$ cat config.mk
export PLATFORM = sky130hd
export DESIGN_NAME = frame_time_window_average_top_flat
export DESIGN_NICKNAME = d
export VERILOG_FILES = /design/src/rtl/ftwa_pkg.sv /design/src/rtl/ftwa_if.sv /design/src/rtl/frame_time_window_average_top.sv /design/src/rtl/ftwa_front.sv /design/src/rtl/ftwa_queue.sv /design/src/rtl/ftwa_back.sv /design/src/flat_wrapper.sv
export SDC_FILE = /design/constraint.sdc
export NUM_CORES = 1
export LEC_CHECK = 0
export BUFFER_PORTS_ARGS = -buffer_cell sky130_fd_sc_hd__clkbuf_2
export CAP_MARGIN = 10
export CORE_MARGIN = 2
export CORE_UTILIZATION = 25
export DETAILED_ROUTE_END_ITERATION = 12
export SETUP_SLACK_MARGIN = 0.05
export SLEW_MARGIN = 5
export SYNTH_ARGS = -nofsm -noshare
export SYNTH_HDL_FRONTEND = slang
export SYNTH_SLANG_ARGS = --single-unit
$ cat constraint.sdc
create_clock -name clk -period 16.01 [get_ports clk]
set_input_delay 3.202 -clock clk [delete_from_list [all_inputs] [get_ports clk]]
set_output_delay 3.202 -clock clk [all_outputs]
set_load 0.02 [all_outputs]
$ cat src/rtl/ftwa_pkg.sv
package ftwa_pkg;

    // fixed field widths
    localparam int FIELD_BITS = 32;
    localparam int SUM_BITS   = 33;

    // timestamp and counter widths
    localparam int STAMP_BITS = 32;
    localparam int COUNT_BITS = 16;

    // divider step counter: one quotient bit per step
    localparam int DIV_CNT_BITS = $clog2(SUM_BITS);

    // queue between front and back
    localparam int QUEUE_DEPTH = 2;
    localparam int QPTR_BITS   = (QUEUE_DEPTH > 1) ? $clog2(QUEUE_DEPTH) : 1;
    localparam int QCNT_BITS   = $clog2(QUEUE_DEPTH + 1);

    localparam logic [FIELD_BITS-1:0] THRESHOLD_RESET = FIELD_BITS'(500000);
    localparam logic [COUNT_BITS-1:0] COUNT_MAX       = '1;
    localparam logic [SUM_BITS-1:0]   SUM_MAX         = '1;

    // classified frame handed from front to back
    typedef struct packed {
        logic [FIELD_BITS-1:0] delta;
        logic                  done;
        logic [COUNT_BITS-1:0] frames;
        logic [SUM_BITS-1:0]   sum;
        logic [SUM_BITS-1:0]   dividend;
        logic [COUNT_BITS-1:0] divisor;
    } ftwa_job_t;

endpackage

$ cat src/rtl/ftwa_if.sv
interface ftwa_in_if;
    import ftwa_pkg::*;

    logic                  valid;
    logic                  ready;
    logic [FIELD_BITS-1:0] now_stamp_us;

    modport source (output valid, output now_stamp_us, input ready);
    modport sink   (input valid, input now_stamp_us, output ready);
endinterface

interface ftwa_out_if;
    import ftwa_pkg::*;

    logic                  valid;
    logic                  ready;
    logic [FIELD_BITS-1:0] delta_us;
    logic                  window_done;
    logic [SUM_BITS-1:0]   average_us;
    logic [COUNT_BITS-1:0] frames_in_window;
    logic [SUM_BITS-1:0]   window_sum_us;

    modport source (output valid, output delta_us, output window_done, output average_us,
                    output frames_in_window, output window_sum_us, input ready);
    modport sink   (input valid, input delta_us, input window_done, input average_us,
                    input frames_in_window, input window_sum_us, output ready);
endinterface

$ cat src/rtl/frame_time_window_average_top.sv
// flow of a frame: combinational front, queue entry, back-end job register, the bit-serial
//   divide for a frame that closes a window, then the registered result transaction
// the back end takes a new frame only after emitting the last one and may wait on result ready;
//   the 2-entry queue lets the front accept frames while the divider runs
// reset: async active low; stamp, count, sum and average clear to zero, threshold to 500000
module frame_time_window_average_top (
    input  logic                            clk,
    input  logic                            rst_n,
    ftwa_in_if.sink                         frame_in,
    ftwa_out_if.source                      result_out,
    input  logic                            cfg_wr_en,
    input  logic [ftwa_pkg::FIELD_BITS-1:0] cfg_wr_data
);
    import ftwa_pkg::*;

    // front to queue
    logic      push_valid;
    logic      push_ready;
    ftwa_job_t push_data;

    // queue to back
    logic      pop_valid;
    logic      pop_ready;
    ftwa_job_t pop_data;

    // front end: takes the frame transaction, computes the wrapped delta, updates the
    // saturating count and sum and decides whether this frame closes a window
    ftwa_front u_front (
        .clk         (clk),
        .rst_n       (rst_n),
        .frame_in    (frame_in),
        .cfg_wr_en   (cfg_wr_en),
        .cfg_wr_data (cfg_wr_data),
        .job_valid   (push_valid),
        .job_ready   (push_ready),
        .job         (push_data)
    );

    // short queue so the front keeps its state current while the back divides
    ftwa_queue u_queue (
        .clk        (clk),
        .rst_n      (rst_n),
        .push_valid (push_valid),
        .push_ready (push_ready),
        .push_data  (push_data),
        .pop_valid  (pop_valid),
        .pop_ready  (pop_ready),
        .pop_data   (pop_data)
    );

    // back end: runs the sum / count divide on window close, holds the average
    // and drives the registered result transaction
    ftwa_back u_back (
        .clk        (clk),
        .rst_n      (rst_n),
        .job_valid  (pop_valid),
        .job_pop    (pop_ready),
        .job        (pop_data),
        .result_out (result_out)
    );

endmodule

$ cat src/rtl/ftwa_front.sv
module ftwa_front (
    input  logic                             clk,
    input  logic                             rst_n,
    ftwa_in_if.sink                          frame_in,
    input  logic                             cfg_wr_en,
    input  logic [ftwa_pkg::FIELD_BITS-1:0]  cfg_wr_data,
    output logic                             job_valid,
    input  logic                             job_ready,
    output ftwa_pkg::ftwa_job_t              job
);
    import ftwa_pkg::*;

    logic [STAMP_BITS-1:0] last_stamp_reg, last_stamp_next;
    logic [COUNT_BITS-1:0] count_reg, count_next;
    logic [SUM_BITS-1:0]   sum_reg, sum_next;
    logic [FIELD_BITS-1:0] threshold_reg;

    logic [STAMP_BITS-1:0] now;
    logic [STAMP_BITS-1:0] delta;
    logic [COUNT_BITS-1:0] count_inc;
    logic [SUM_BITS:0]     sum_wide;
    logic [SUM_BITS-1:0]   sum_sat;
    logic                  close;
    logic                  accept;

    assign frame_in.ready = job_ready;
    assign accept         = frame_in.valid && job_ready;
    assign job_valid      = frame_in.valid;

    always_comb
    begin
        now       = STAMP_BITS'(frame_in.now_stamp_us);
        delta     = now - last_stamp_reg;
        count_inc = (count_reg == COUNT_MAX) ? count_reg : count_reg + 1'b1;
        sum_wide  = {1'b0, sum_reg} + (SUM_BITS + 1)'(delta);
        sum_sat   = sum_wide[SUM_BITS] ? SUM_MAX : sum_wide[SUM_BITS-1:0];
        close     = sum_sat >= SUM_BITS'(threshold_reg);

        job.delta    = FIELD_BITS'(delta);
        job.done     = close;
        job.frames   = close ? '0 : count_inc;
        job.sum      = close ? '0 : sum_sat;
        job.dividend = sum_sat;
        job.divisor  = count_inc;

        last_stamp_next = accept ? now : last_stamp_reg;
        count_next      = accept ? job.frames : count_reg;
        sum_next        = accept ? job.sum : sum_reg;
    end

    always_ff @(posedge clk or negedge rst_n)
    begin
        if (!rst_n)
        begin
            last_stamp_reg <= '0;
            count_reg      <= '0;
            sum_reg        <= '0;
            threshold_reg  <= THRESHOLD_RESET;
        end
        else
        begin
            last_stamp_reg <= last_stamp_next;
            count_reg      <= count_next;
            sum_reg        <= sum_next;
            if (cfg_wr_en)
            begin
                threshold_reg <= cfg_wr_data;
            end
        end
    end

endmodule

$ cat src/rtl/ftwa_queue.sv
module ftwa_queue (
    input  logic                clk,
    input  logic                rst_n,
    input  logic                push_valid,
    output logic                push_ready,
    input  ftwa_pkg::ftwa_job_t push_data,
    output logic                pop_valid,
    input  logic                pop_ready,
    output ftwa_pkg::ftwa_job_t pop_data
);
    import ftwa_pkg::*;

    ftwa_job_t              entry_reg [QUEUE_DEPTH];
    logic [QPTR_BITS-1:0]   wr_ptr_reg, wr_ptr_next;
    logic [QPTR_BITS-1:0]   rd_ptr_reg, rd_ptr_next;
    logic [QCNT_BITS-1:0]   cnt_reg, cnt_next;
    logic                   push;
    logic                   pop;

    assign push_ready = cnt_reg != QCNT_BITS'(QUEUE_DEPTH);
    assign pop_valid  = cnt_reg != '0;
    assign pop_data   = entry_reg[rd_ptr_reg];
    assign push       = push_valid && push_ready;
    assign pop        = pop_valid && pop_ready;

    always_comb
    begin
        wr_ptr_next = wr_ptr_reg;
        rd_ptr_next = rd_ptr_reg;
        cnt_next    = cnt_reg;
        if (push)
        begin
            wr_ptr_next = (wr_ptr_reg == QPTR_BITS'(QUEUE_DEPTH - 1)) ? '0 : wr_ptr_reg + 1'b1;
        end
        if (pop)
        begin
            rd_ptr_next = (rd_ptr_reg == QPTR_BITS'(QUEUE_DEPTH - 1)) ? '0 : rd_ptr_reg + 1'b1;
        end
        if (push && !pop)
        begin
            cnt_next = cnt_reg + 1'b1;
        end
        else if (pop && !push)
        begin
            cnt_next = cnt_reg - 1'b1;
        end
    end

    always_ff @(posedge clk or negedge rst_n)
    begin
        if (!rst_n)
        begin
            wr_ptr_reg <= '0;
            rd_ptr_reg <= '0;
            cnt_reg    <= '0;
        end
        else
        begin
            wr_ptr_reg <= wr_ptr_next;
            rd_ptr_reg <= rd_ptr_next;
            cnt_reg    <= cnt_next;
        end
    end

    always_ff @(posedge clk)
    begin
        if (push)
        begin
            entry_reg[wr_ptr_reg] <= push_data;
        end
    end

    a_cnt_bound: assert property (@(posedge clk) disable iff (!rst_n)
        cnt_reg <= QCNT_BITS'(QUEUE_DEPTH))
        else $error("queue fill count beyond depth");

    a_ptr_track: assert property (@(posedge clk) disable iff (!rst_n)
        (cnt_reg == '0) |-> (wr_ptr_reg == rd_ptr_reg))
        else $error("empty queue with pointers apart");

endmodule

$ cat src/rtl/ftwa_back.sv
module ftwa_back (
    input  logic                clk,
    input  logic                rst_n,
    input  logic                job_valid,
    output logic                job_pop,
    input  ftwa_pkg::ftwa_job_t job,
    ftwa_out_if.source          result_out
);
    import ftwa_pkg::*;

    typedef enum logic [1:0] {
        S_IDLE,
        S_DIV,
        S_EMIT
    } state_t;

    state_t                  state_reg;
    ftwa_job_t               job_reg;
    logic [COUNT_BITS-1:0]   rem_reg;
    logic [SUM_BITS-1:0]     quo_reg;
    logic [DIV_CNT_BITS-1:0] step_reg;
    logic [SUM_BITS-1:0]     avg_reg;
    logic                    out_valid_reg;
    logic [FIELD_BITS-1:0]   out_delta_reg;
    logic                    out_done_reg;
    logic [SUM_BITS-1:0]     out_avg_reg;
    logic [COUNT_BITS-1:0]   out_frames_reg;
    logic [SUM_BITS-1:0]     out_sum_reg;

    logic [COUNT_BITS:0]     trial;
    logic                    take;
    logic [COUNT_BITS-1:0]   rem_step;
    logic [SUM_BITS-1:0]     quo_step;
    logic                    last_step;
    logic                    emit_ok;
    logic                    load_out;

    // one restoring division step per cycle, msb first
    always_comb
    begin
        trial     = {rem_reg, quo_reg[SUM_BITS-1]};
        take      = trial >= {1'b0, job_reg.divisor};
        rem_step  = take ? COUNT_BITS'(trial - {1'b0, job_reg.divisor})
                         : trial[COUNT_BITS-1:0];
        quo_step  = {quo_reg[SUM_BITS-2:0], take};
        last_step = step_reg == DIV_CNT_BITS'(SUM_BITS - 1);
        emit_ok   = !out_valid_reg || result_out.ready;
        load_out  = (state_reg == S_EMIT) && emit_ok;
    end

    assign job_pop = (state_reg == S_IDLE) && job_valid;

    always_ff @(posedge clk or negedge rst_n)
    begin
        if (!rst_n)
        begin
            state_reg      <= S_IDLE;
            job_reg        <= '0;
            rem_reg        <= '0;
            quo_reg        <= '0;
            step_reg       <= '0;
            avg_reg        <= '0;
            out_valid_reg  <= 1'b0;
            out_delta_reg  <= '0;
            out_done_reg   <= 1'b0;
            out_avg_reg    <= '0;
            out_frames_reg <= '0;
            out_sum_reg    <= '0;
        end
        else
        begin
            if (result_out.ready && !load_out)
            begin
                out_valid_reg <= 1'b0;
            end
            unique case (state_reg)
                S_IDLE:
                begin
                    if (job_valid)
                    begin
                        job_reg   <= job;
                        rem_reg   <= '0;
                        quo_reg   <= job.dividend;
                        step_reg  <= '0;
                        state_reg <= job.done ? S_DIV : S_EMIT;
                    end
                end
                S_DIV:
                begin
                    rem_reg  <= rem_step;
                    quo_reg  <= quo_step;
                    step_reg <= step_reg + 1'b1;
                    if (last_step)
                    begin
                        avg_reg   <= (job_reg.divisor == '0) ? '0 : quo_step;
                        state_reg <= S_EMIT;
                    end
                end
                S_EMIT:
                begin
                    if (emit_ok)
                    begin
                        out_valid_reg  <= 1'b1;
                        out_delta_reg  <= job_reg.delta;
                        out_done_reg   <= job_reg.done;
                        out_avg_reg    <= avg_reg;
                        out_frames_reg <= job_reg.frames;
                        out_sum_reg    <= job_reg.sum;
                        state_reg      <= S_IDLE;
                    end
                end
                default:
                begin
                    state_reg <= S_IDLE;
                end
            endcase
        end
    end

    assign result_out.valid            = out_valid_reg;
    assign result_out.delta_us         = out_delta_reg;
    assign result_out.window_done      = out_done_reg;
    assign result_out.average_us       = out_avg_reg;
    assign result_out.frames_in_window = out_frames_reg;
    assign result_out.window_sum_us    = out_sum_reg;

    a_div_only_on_close: assert property (@(posedge clk) disable iff (!rst_n)
        (state_reg == S_DIV) |-> job_reg.done)
        else $error("divider running for a frame that closed no window");

    a_step_bound: assert property (@(posedge clk) disable iff (!rst_n)
        (state_reg == S_DIV) |-> (step_reg < DIV_CNT_BITS'(SUM_BITS)))
        else $error("divider step count overran");

    a_emit_follows: assert property (@(posedge clk) disable iff (!rst_n)
        (state_reg == S_EMIT && emit_ok) |=> (out_valid_reg && state_reg == S_IDLE))
        else $error("result not loaded into output register");

endmodule

$ cat src/flat_wrapper.sv
// flat-port wrapper written by rule: the top's interface ports become plain ports
module frame_time_window_average_top_flat import ftwa_pkg::*;
  (clk, rst_n, cfg_wr_en, cfg_wr_data, frame_in_valid, frame_in_now_stamp_us, frame_in_ready, result_out_valid, result_out_delta_us, result_out_window_done, result_out_average_us, result_out_frames_in_window, result_out_window_sum_us, result_out_ready);
  ftwa_in_if frame_in_i ();
  ftwa_out_if result_out_i ();
  input  logic clk;
  input  logic rst_n;
  input  logic cfg_wr_en;
  input  logic [ftwa_pkg::FIELD_BITS-1:0] cfg_wr_data;
  input wire logic [$bits(frame_in_i.valid)-1:0] frame_in_valid;
  input wire logic [$bits(frame_in_i.now_stamp_us)-1:0] frame_in_now_stamp_us;
  output wire logic [$bits(frame_in_i.ready)-1:0] frame_in_ready;
  output wire logic [$bits(result_out_i.valid)-1:0] result_out_valid;
  output wire logic [$bits(result_out_i.delta_us)-1:0] result_out_delta_us;
  output wire logic [$bits(result_out_i.window_done)-1:0] result_out_window_done;
  output wire logic [$bits(result_out_i.average_us)-1:0] result_out_average_us;
  output wire logic [$bits(result_out_i.frames_in_window)-1:0] result_out_frames_in_window;
  output wire logic [$bits(result_out_i.window_sum_us)-1:0] result_out_window_sum_us;
  input wire logic [$bits(result_out_i.ready)-1:0] result_out_ready;
  assign frame_in_i.valid = frame_in_valid;
  assign frame_in_i.now_stamp_us = frame_in_now_stamp_us;
  assign frame_in_ready = frame_in_i.ready;
  assign result_out_valid = result_out_i.valid;
  assign result_out_delta_us = result_out_i.delta_us;
  assign result_out_window_done = result_out_i.window_done;
  assign result_out_average_us = result_out_i.average_us;
  assign result_out_frames_in_window = result_out_i.frames_in_window;
  assign result_out_window_sum_us = result_out_i.window_sum_us;
  assign result_out_i.ready = result_out_ready;
  frame_time_window_average_top u_core (.clk(clk), .rst_n(rst_n), .frame_in(frame_in_i), .result_out(result_out_i), .cfg_wr_en(cfg_wr_en), .cfg_wr_data(cfg_wr_data));
endmodule
==> summary.md <==
| Metric | Value |
|---|---|
| Die area | `0.127 mm²` |
| Core area | `0.123 mm²` |
| Slew Viols, Final | `0` |
| CTS buffer count | `76` |
| Main synth FF type | `dfrtp_1` |
| Finished Core Util | `0.294` |
| Result of the run | `completed` |
| Max-Cap Viols | `0` |
| GRT Util Overall | `0.125` |
| TNS Setup | `0 ns` |
| First-pass GRT wire length | `121 mm` |
| DRC | `0` |
| Fin. Hold Viols | `0` |
| GR Overflow Total | `0` |
| Wire per inst | `17.8 µm` |
| Vias in the first global route | `19400` |
| Synth cell types | `83` |
| Crit. End Element | `flop` |
| Fraction of layout cells with a size suffix above 1 | `0.176` |
| WL final | `79.9 mm` |
| Largest net degree at the start of global routing | `136` |
| Die H | `356 µm` |
| Slew of the pin with the lowest slew margin | `1.11 ns` |
| RSZ-0062 raised after global routing | `no` |
| CTS tree | `done` |
| Syn Area/Cell | `11.7 µm²` |
| Most frequent cells in the layout | `dfrtp_1 (413), nand2_1 (320), edfxtp_1 (262)` |
| Total number of vias | `20300` |
| Period minus WS final | `11.65 ns` |
| Cells after DPL | `4349` |
| Fmax | `85.8 MHz` |
| CP arrival | `11.98 ns` |
| Max incr delay on CP | `0.85 ns` |
| Sequential cell area fraction in the yosys report | `0.595` |
| WHS | `0.476 ns` |
| Antenna violations before repair | `6` |
| Placer Congestion | `0.830` |
| Crit Path Category | `input port to flop` |
| Slew HR | `0.260` |
| Std-Cell Rows | `129` |
| Ratio of final minimum period to clock period | `0.728` |
| Post-layout nets | `2977` |
| Placed wire-length estimate | `56.3 mm` |
| Most common cell after layout, fill and taps aside | `dfrtp_1` |
| CP required | `16.34 ns` |
| Max FO, Critical Path | `89` |
| Die width | `356 µm` |
| Startpoint Class | `input port` |
| Post-route ant nets | `0` |
| Drt via density | `4.52` |
| Post-synth EDFFs | `262` |
| CTS Sinks | `683` |
| Total of warnings raised by yosys | `0` |
| Non-Filler Instances | `4491` |
| Synth Instances | `2633` |
| Clock root cell | `clkbuf_16` |
| Longest Clk Path Bufs | `3` |
| First-pass iteration count of the detailed router | `5` |
| Worst min path class | `flop to flop` |
| I/O pins | `186` |
| Area Growth Syn to Fin | `17.0%` |
| Initial DRC count | `1600` |
| Starting Density | `0.251` |
| Clock latency on the worst-skew pair | `0.64 ns` |
| Largest register FFs | `262` |
| Max stage delay cell, worst path | `a2111oi_0` |
| Worst-path clk slew | `0.06 ns` |
| Setup violators final | `0` |
| Async SR Flop Fraction | `0.616` |
| Post-Syn Area | `0.0309 mm²` |
| Clk_skew | `0.0229 ns` |
| Post-CTS Resized | `0` |
| Seq cells post-synth | `683` |
| Port bufs | `185` |
| Hold Buf Count CTS | `0` |
| CTS H-Tree Depth | `3` |
| Post-CTS setup repair buffer count | `0` |
[worst paths after layout]
kind	startpoint	endpoint	cells past startpoint	slack (ns)
max	frame_in_now_stamp_us[0]	u_core.u_queue.entry_reg[1][59]	32	4.36
min	u_core.u_back.job_reg[78]	u_core.u_back.job_reg[78]	2	0.48
max reg2reg	u_core.u_front.last_stamp_reg[0]	u_core.u_queue.entry_reg[1][59]	30	6.72
min reg2reg	u_core.u_back.job_reg[78]	u_core.u_back.job_reg[78]	2	0.48
max in group asynchronous	rst_n	u_core.u_front.last_stamp_reg[22]	3	11.35
min in group asynchronous	rst_n	u_core.u_back.result_out.window_sum_us[5]	1	2.58
[critical path, delay by kind of cell]
family	cells	cell delay (ns)
adder cells (fa/ha/maj)	4	1.44
AND/OR/NAND/NOR	6	1.06
buffers and inverters	5	1.40
AO/OA/AOI/OAI	16	4.53
XOR/XNOR	1	0.28
[synthesized netlist by cell type, types with 5 or more instances]
master / instances / share of area
dfrtp_1: 414 / 0.33
nand2_1: 321 / 0.039
edfxtp_1: 262 / 0.25
o21ai_0: 251 / 0.041
inv_1: 141 / 0.017
nor2_1: 119 / 0.014
mux2_2: 116 / 0.042
mux2i_1: 116 / 0.038
ha_1: 115 / 0.047
a21oi_1: 114 / 0.018
clkbuf_1: 109 / 0.013
xnor2_1: 47 / 0.013
nor2b_1: 46 / 0.0093
a211oi_1: 44 / 0.011
a21o_1: 43 / 0.010
a22o_1: 38 / 0.011
o31ai_1: 30 / 0.0073
xor2_1: 28 / 0.0079
nand3_1: 24 / 0.0039
and3_1: 22 / 0.0045
nand4_1: 20 / 0.0040
o31ai_2: 16 / 0.0065
nor3_1: 14 / 0.0023
and2_1: 13 / 0.0026
o21a_1: 11 / 0.0027
o21bai_1: 11 / 0.0027
buf_2: 10 / 0.0016
nand2b_1: 10 / 0.0020
nor4_1: 9 / 0.0018
or2_2: 8 / 0.0016
a31oi_1: 7 / 0.0014
dfstp_2: 7 / 0.0059
o21ai_1: 6 / 0.00097
buf_6: 5 / 0.0018
[area by class of cell]
class | count | area, µm²
Antenna cell | 1 | 2.50
Inverter | 142 | 541
Tap cell | 1637 | 2050
Timing Repair Buffer | 206 | 1110
Multi-Input combinational cell | 1681 | 11500
Clock inverter | 30 | 317
Clock buffer | 111 | 2250
Sequential cell | 683 | 18400
Fill cell | 12500 | 87000
[per-stage QoR]
| step | cell area [µm²] | worst slack [ns] |
|---|---|---|
| 3_5_place_dp | 33600 | 3.77 |
| 2_1_floorplan | 30900 | 6.07 |
| 5_1_grt | 36200 | 3.52 |
| 4_1_cts | 36200 | 4.40 |
| 6_report | 36200 | 4.36 |
| 3_3_place_gp | 33600 | 3.99 |
[layer usage]
| layer | vias up | GRT usage | wire length [µm] |
|---|---|---|---|
| met5 | - | 0 | 78 |
| met4 | 12 | 0.0324 | 1740 |
| met3 | 115 | 0.0271 | 5230 |
| met2 | 505 | 0.184 | 34400 |
| met1 | 9905 | 0.183 | 38400 |
| li1 | 9744 | - | - |
[cell families after synthesis]
group,synth area share
AND/OR/NAND/NOR,0.0897
flip-flops,0.595
adder cells (fa/ha/maj),0.0485
XOR/XNOR,0.0218
AO/OA/AOI/OAI,0.130
other,0.000121
buffers and inverters,0.0345
multiplexers,0.0801
Power is not shown: default switching activity piles up to over one toggle a cycle in this logic, so the estimate is an artifact.
